## src/design/ctf_pkg.sv

```systemverilog
// ----------------------------------------------------------------------------
// ctf_pkg: shared types and constants for the complementary tilt filter
// Angle format, register indexes, CORDIC arctangent table.
// ----------------------------------------------------------------------------
package ctf_pkg;

  localparam int CordicStepsDef   = 16;
  localparam int AngleFracBitsDef = 8;
  localparam int MaxSteps         = 24;

  localparam int AngW   = 18;
  localparam int ZW     = 27;   // degrees, 16 fraction bits, holds +-2^10 deg
  localparam int XYW    = 28;   // 16 bit input * 256, growth by CORDIC gain

  localparam logic signed [AngW-1:0] AngMax = 18'sd131071;
  localparam logic signed [AngW-1:0] AngMin = -18'sd131072;

  localparam logic [2:0] RegGyroBiasX    = 3'd0;
  localparam logic [2:0] RegGyroBiasY    = 3'd1;
  localparam logic [2:0] RegTiltPitchBias = 3'd2;
  localparam logic [2:0] RegTiltRollBias = 3'd3;
  localparam logic [2:0] RegPitchSetpoint = 3'd4;
  localparam logic [2:0] RegRateGain     = 3'd5;

  typedef struct packed {
    logic signed [XYW-1:0] x;
    logic signed [XYW-1:0] y;
    logic signed [ZW-1:0]  z;
  } vec_t;

  function automatic logic signed [ZW-1:0] atan_deg(input logic [4:0] i);
    logic signed [ZW-1:0] r;
    unique case (i)
      5'd0:  r = 27'sd2949120;
      5'd1:  r = 27'sd1740967;
      5'd2:  r = 27'sd919879;
      5'd3:  r = 27'sd466945;
      5'd4:  r = 27'sd234379;
      5'd5:  r = 27'sd117304;
      5'd6:  r = 27'sd58666;
      5'd7:  r = 27'sd29335;
      5'd8:  r = 27'sd14668;
      5'd9:  r = 27'sd7334;
      5'd10: r = 27'sd3667;
      5'd11: r = 27'sd1833;
      5'd12: r = 27'sd917;
      5'd13: r = 27'sd458;
      5'd14: r = 27'sd229;
      5'd15: r = 27'sd115;
      5'd16: r = 27'sd57;
      5'd17: r = 27'sd29;
      5'd18: r = 27'sd14;
      5'd19: r = 27'sd7;
      5'd20: r = 27'sd4;
      5'd21: r = 27'sd2;
      5'd22: r = 27'sd1;
      default: r = '0;
    endcase
    return r;
  endfunction

  function automatic logic signed [AngW-1:0] sat_ang(input logic signed [31:0] v);
    logic signed [AngW-1:0] r;
    if (v > 32'(AngMax)) r = AngMax;
    else if (v < 32'(AngMin)) r = AngMin;
    else r = v[AngW-1:0];
    return r;
  endfunction

endpackage

```

## src/design/ctf_cell.sv

```systemverilog
// ----------------------------------------------------------------------------
// ctf_cell: one CORDIC vectoring cell
// Registers a vector pair and performs one micro-rotation per step.
// ----------------------------------------------------------------------------
module ctf_cell #(
  parameter int unsigned Step = 0
) (
  input  logic          clk_i,
  input  logic          rst_ni,
  input  logic          en_i,
  input  ctf_pkg::vec_t vec_i,
  output ctf_pkg::vec_t vec_o
);
  import ctf_pkg::*;

  vec_t vec_q, vec_d;

  always_comb begin
    vec_d = vec_i;
    if (vec_i.y >= 0) begin
      vec_d.x = vec_i.x + (vec_i.y >>> Step);
      vec_d.y = vec_i.y - (vec_i.x >>> Step);
      vec_d.z = vec_i.z + atan_deg(5'(Step));
    end else begin
      vec_d.x = vec_i.x - (vec_i.y >>> Step);
      vec_d.y = vec_i.y + (vec_i.x >>> Step);
      vec_d.z = vec_i.z - atan_deg(5'(Step));
    end
  end

  always_ff @(posedge clk_i or negedge rst_ni) begin
    if (!rst_ni) begin
      vec_q <= '0;
    end else if (en_i) begin
      vec_q <= vec_d;
    end
  end

  assign vec_o = vec_q;

endmodule

```

## src/design/ctf_chain.sv

```systemverilog
// ----------------------------------------------------------------------------
// ctf_chain: row of CORDIC cells computing atan2 in degrees
// Quadrant fold at the entry, rounding to the angle format at the exit.
// ----------------------------------------------------------------------------
module ctf_chain #(
  parameter int unsigned CordicSteps   = ctf_pkg::CordicStepsDef,
  parameter int unsigned AngleFracBits = ctf_pkg::AngleFracBitsDef
) (
  input  logic                           clk_i,
  input  logic                           rst_ni,
  input  logic                           en_i,
  input  logic signed [15:0]             y_i,
  input  logic signed [15:0]             x_i,
  output logic signed [ctf_pkg::AngW-1:0] ang_o
);
  import ctf_pkg::*;

  localparam int unsigned N  = (CordicSteps > MaxSteps) ? MaxSteps : CordicSteps;
  localparam int unsigned Sh = 16 - AngleFracBits;

  vec_t v [N+1];
  logic zero_q [N+1];
  vec_t fold;
  logic fold_zero;
  logic signed [XYW-1:0] xs, ys;
  logic signed [ZW-1:0] zr;

  always_comb begin
    xs = XYW'(x_i) <<< 8;
    ys = XYW'(y_i) <<< 8;
    fold.z = '0;
    if (x_i < 0) begin
      fold.z = (y_i >= 0) ? ZW'(180 * 65536) : -ZW'(180 * 65536);
      xs = -xs;
      ys = -ys;
    end
    fold.x = xs;
    fold.y = ys;
    fold_zero = (x_i == 0) && (y_i == 0);
  end

  assign v[0]      = fold;
  assign zero_q[0] = fold_zero;

  for (genvar g = 0; g < N; g++) begin : g_cell
    logic zq;
    ctf_cell #(.Step(g)) u_cell (
      .clk_i, .rst_ni, .en_i, .vec_i(v[g]), .vec_o(v[g+1])
    );
    always_ff @(posedge clk_i or negedge rst_ni) begin
      if (!rst_ni) zq <= 1'b0;
      else if (en_i) zq <= zero_q[g];
    end
    assign zero_q[g+1] = zq;
  end

  assign zr = (v[N].z + ZW'(1 << (Sh - 1))) >>> Sh;
  assign ang_o = zero_q[N] ? '0 : zr[AngW-1:0];

endmodule

```

## config.mk

```make
export PLATFORM = sky130hd
export DESIGN_NAME = ctf_chain
export DESIGN_NICKNAME = d
export VERILOG_FILES = /design/src/design/ctf_pkg.sv /design/src/design/ctf_cell.sv /design/src/design/ctf_chain.sv
export SDC_FILE = /design/constraint.sdc
export NUM_CORES = 2
export LEC_CHECK = 0
export ABC_AREA = 0
export BUFFER_PORTS_ARGS = -buffer_cell sky130_fd_sc_hd__buf_2
export CORE_MARGIN = 5
export CORE_UTILIZATION = 50
export DETAILED_ROUTE_END_ITERATION = 6
export PLACE_DENSITY = 0.71
export SYNTH_ARGS = -nofsm -noshare
export SYNTH_HDL_FRONTEND = slang
export SYNTH_SLANG_ARGS = --single-unit
export TNS_END_PERCENT = 100
```

## constraint.sdc

```tcl
create_clock -name clk_i -period 4.4 [get_ports clk_i]
set_input_delay 0.44 -clock clk_i [delete_from_list [all_inputs] [get_ports clk_i]]
set_output_delay 0.44 -clock clk_i [all_outputs]
set_load 0.05 [all_outputs]
```

==> impl_metrics.csv <==
group,metric,value,unit
yosys,ys_ff_latch,1116,
floorplanning,die_x,457,um
setup_path,cp-end-kind,"flop",
timing,maxSlewViolCount,0,
detailed_routing,drcViolationCount,0,
yosys,synthFlopType,"dfrtp_1",
setup_path,cp.arrival,5.10,ns
yosys,synth_edf_count,0,
clock_network,cts_tree,"built",
finish,post-route-cell-area,113000,sq um
finish,drive_above_1_share,15.6,%
floorplanning,start_util,50.1,%
detailed_routing,routed_wirelength,269,mm
setup_path,crit_fanout,3,
detailed_routing,firstDrtPassIters,7,
grt,track_usage,24.7,%
finish,multi_input_area,70500,sq um
yosys,netlist_area,99800,sq um
yosys,syn_avg_cell_area,8.78,sq um
timing,max_freq,225,MHz
setup_path,worstSetupPathType,"reg2reg",
yosys,ys_seq_area_share,28.0,%
setup_path,worstPathRequired,5.06,ns
timing,hold_viol,0,
placed_design,portBuffers,52,
timing,timing.final.ws_setup,-0.0465,ns
finish,syn2layout_area_growth,12.9,%
flow_run,max-cap-violations,0,
setup_path,crit_slowest_cell,"or4_4",
yosys,synthArstFlopShare,100,%
clock_network,clk_path_buf_depth,3,
timing,finalCritPeriodShare,101,%
setup_path,r2r-start,"g_cell[7].u_cell.vec_o[43]",
clock_network,clock_sinks,1116,
clock_network,ctsRootBufferMaster,"clkbuf_16",
floorplanning,core_area,199000,sq um
grt,grt_pass1_wl,437,mm
status,violations,"negative setup slack",
detailed_routing,num_vias,86800,
placed_design,hpwl,206,mm
setup_path,critPathMaxStageDelay,0.57,ns
detailed_routing,ant_nets,0,
clock_network,cts_max_level,4,
detailed_routing,wl_per_cell,18.5,um
placed_design,gp_congestion,0.945,
finish,fillerInstances,17500,
floorplanning,dieArea,209000,sq um
floorplanning,ios,53,
yosys,syn_inst,11400,
placed_design,post-place-ws,-0.250,ns
finish,finalNetCount,12800,
floorplanning,die_y,457,um
finish,area.sequential,27900,sq um
detailed_routing,viasPerCell,5.97,
grt,grt_pass1_vias,84700,
clock_network,worst_skew_pair.late_latency,0.79,ns
timing,setup_viol,2,
yosys,synth.top_cell.area_share,28.0,%
timing,tightest_slew,0.972,ns
status,status,"complete, but fails checks",
timing,relSlewSlack,35.2,%
placed_design,dpl_cell_area,106000,sq um
yosys,yosysTopAreaCell,"dfrtp_1",
worst_hold_path,hp-start,"y_i[15]",
setup_path,crit_start,"g_cell[7].u_cell.vec_o[43]",
worst_hold_path,hp-class,"in2reg",
detailed_routing,dr.first_iter.drc_count,6028,
timing,period_minus_slack,4.45,ns
grt,grt_overflow,0,
yosys,synth_cell_types,98,
finish,post-route-util,56.6,%
yosys,yosysMostFrequentCell,"dfrtp_1",
grt,antenna_found_initial,3,
timing,rsz0062_at_grt,"true",
yosys,synthTopCellsByArea,"dfrtp_1 28%, ha_1 12%, xnor2_1 8.2%, mux2_2 7.5%, a21oi_1 4.7%",
timing,skew,0.0289,ns
setup_path,worst_setup_path_start_kind,"flop",
yosys,yosysWarnings,0,
clock_network,clk_pin_slew,0.06,ns
grt,grt_max_degree,177,
clock_network,numCtsBuffers,135,
yosys,synth_commonest_cells,"1116 x dfrtp_1, 980 x ha_1, 937 x xnor2_1",
floorplanning,fp-row-count,164,
setup_path,crit_chain,"or4_4 -> nor4_4 -> inv_1 -> or4_4 -> buf_6 -> o31ai_4 -> xnor2_1 -> ha_1 -> nand4_1 -> inv_2 -> nand2_2 -> o22ai_2 -> o41a_1 -> a311o_1 -> a31oi_2 -> xnor2_1 -> mux2_4",
-- stage by stage --
| step | cells | setup TNS (ns) | hold slack [ns] |
|---|---|---|---|
| 2_1_floorplan | 11400 | 0 | 0.144 |
| 5_1_grt | 14500 | -1.44 | 0.112 |
| 4_1_cts | 14500 | -0.0146 | 0.0544 |
| 6_report | 14500 | -0.0863 | 0.106 |
| 3_5_place_dp | 14300 | -2.91 | 0.478 |
| 3_3_place_gp | 14300 | -0.536 | 0.465 |
-- cells by family (layout without fill, tap and decap cells) --
group / Yosys count / count (layout) / share of synthesized area, %
fa+ha+maj: 1017 / 1017 / 13.0
buf+inv: 809 / 1243 / 3.11
xor+xnor: 1397 / 1397 / 12.3
other cells: 2 / 87 / 0.00752
compound gates: 3179 / 3179 / 20.4
flops: 1116 / 1116 / 28.0
mux: 738 / 738 / 8.24
simple gates: 3103 / 3103 / 15.0
-- layer usage --
metal | track usage, % | vias to the layer above | wire, um
li1 | - | 42100 | -
met5 | 0 | - | 0
met1 | 33.4 | 42300 | 122000
met4 | 6.20 | 0 | 6370
met2 | 42.2 | 1898 | 129000
met3 | 2.78 | 411 | 11200
-- final cells by class --
| cell class | count | area share, % |
|---|---|---|
| flip-flops and latches | 1116 | 24.8 |
| repair buffers | 591 | 4.11 |
| inverters | 409 | 1.37 |
| diodes | 2 | 0.00444 |
| clock buffers | 164 | 3.30 |
| clock inverters | 79 | 0.925 |
| multi-input cells | 9519 | 62.5 |
| well taps | 2656 | 2.95 |
-- path summary, 6_finish.rpt --
check / depth (start not counted) / slack, ns / end
max: 17 / -0.05 / g_cell[8].u_cell.vec_o[81]
min: 3 / 0.11 / g_cell[0].u_cell.vec_o[23]
max reg2reg: 17 / -0.05 / g_cell[8].u_cell.vec_o[81]
min reg2reg: 1 / 0.49 / g_cell[0].u_cell.vec_o[19]
max in group asynchronous: 3 / 2.74 / g_cell[6].u_cell.vec_o[58]
min in group asynchronous: 2 / 0.37 / g_cell[7].u_cell.vec_o[54]
-- flip-flops by register name (all words and copies together), names as in the netlist --
name	count
g_cell.u_cell.vec_o	1100
g_cell.zq	16
-- repair_timing --
action	4_1_cts	5_1_grt
gates resized for setup	52	276
hold buffers	3	0
endpoints found under the setup margin	36	134
setup buffers	7	21
pin swaps	9	87
endpoints found under the hold margin	66	0
-- cells in the final DEF, fill, tap and decap left out, types with 259 or more instances in the layout --
master / Yosys / final
nand2_1: 790 / 786
o21ai_0: 681 / 635
dfrtp_1: 1116 / 1105
nor2_1: 869 / 858
a21oi_1: 931 / 896
nor3_1: 268 / 259
buf_4: 2 / 511
ha_1: 980 / 976
xnor2_1: 937 / 933
mux2_2: 667 / 666
inv_1: 404 / 400
a21o_1: 335 / 335
xor2_1: 460 / 460
-- critical path, delay by kind of cell, from the launching register on --
family                   cells  cell delay (ns)
AO/OA/AOI/OAI                5             1.26
flip-flops                   1             0.39
adder cells (fa/ha/maj)      1             0.36
buffers and inverters        3             0.30
XOR/XNOR                     2             0.20
multiplexers                 1             0.26
AND/OR/NAND/NOR              5             1.56
Power is left out: the tool's default activity adds up to more than one toggle a clock period on the data nets, which glitch-free logic cannot reach.
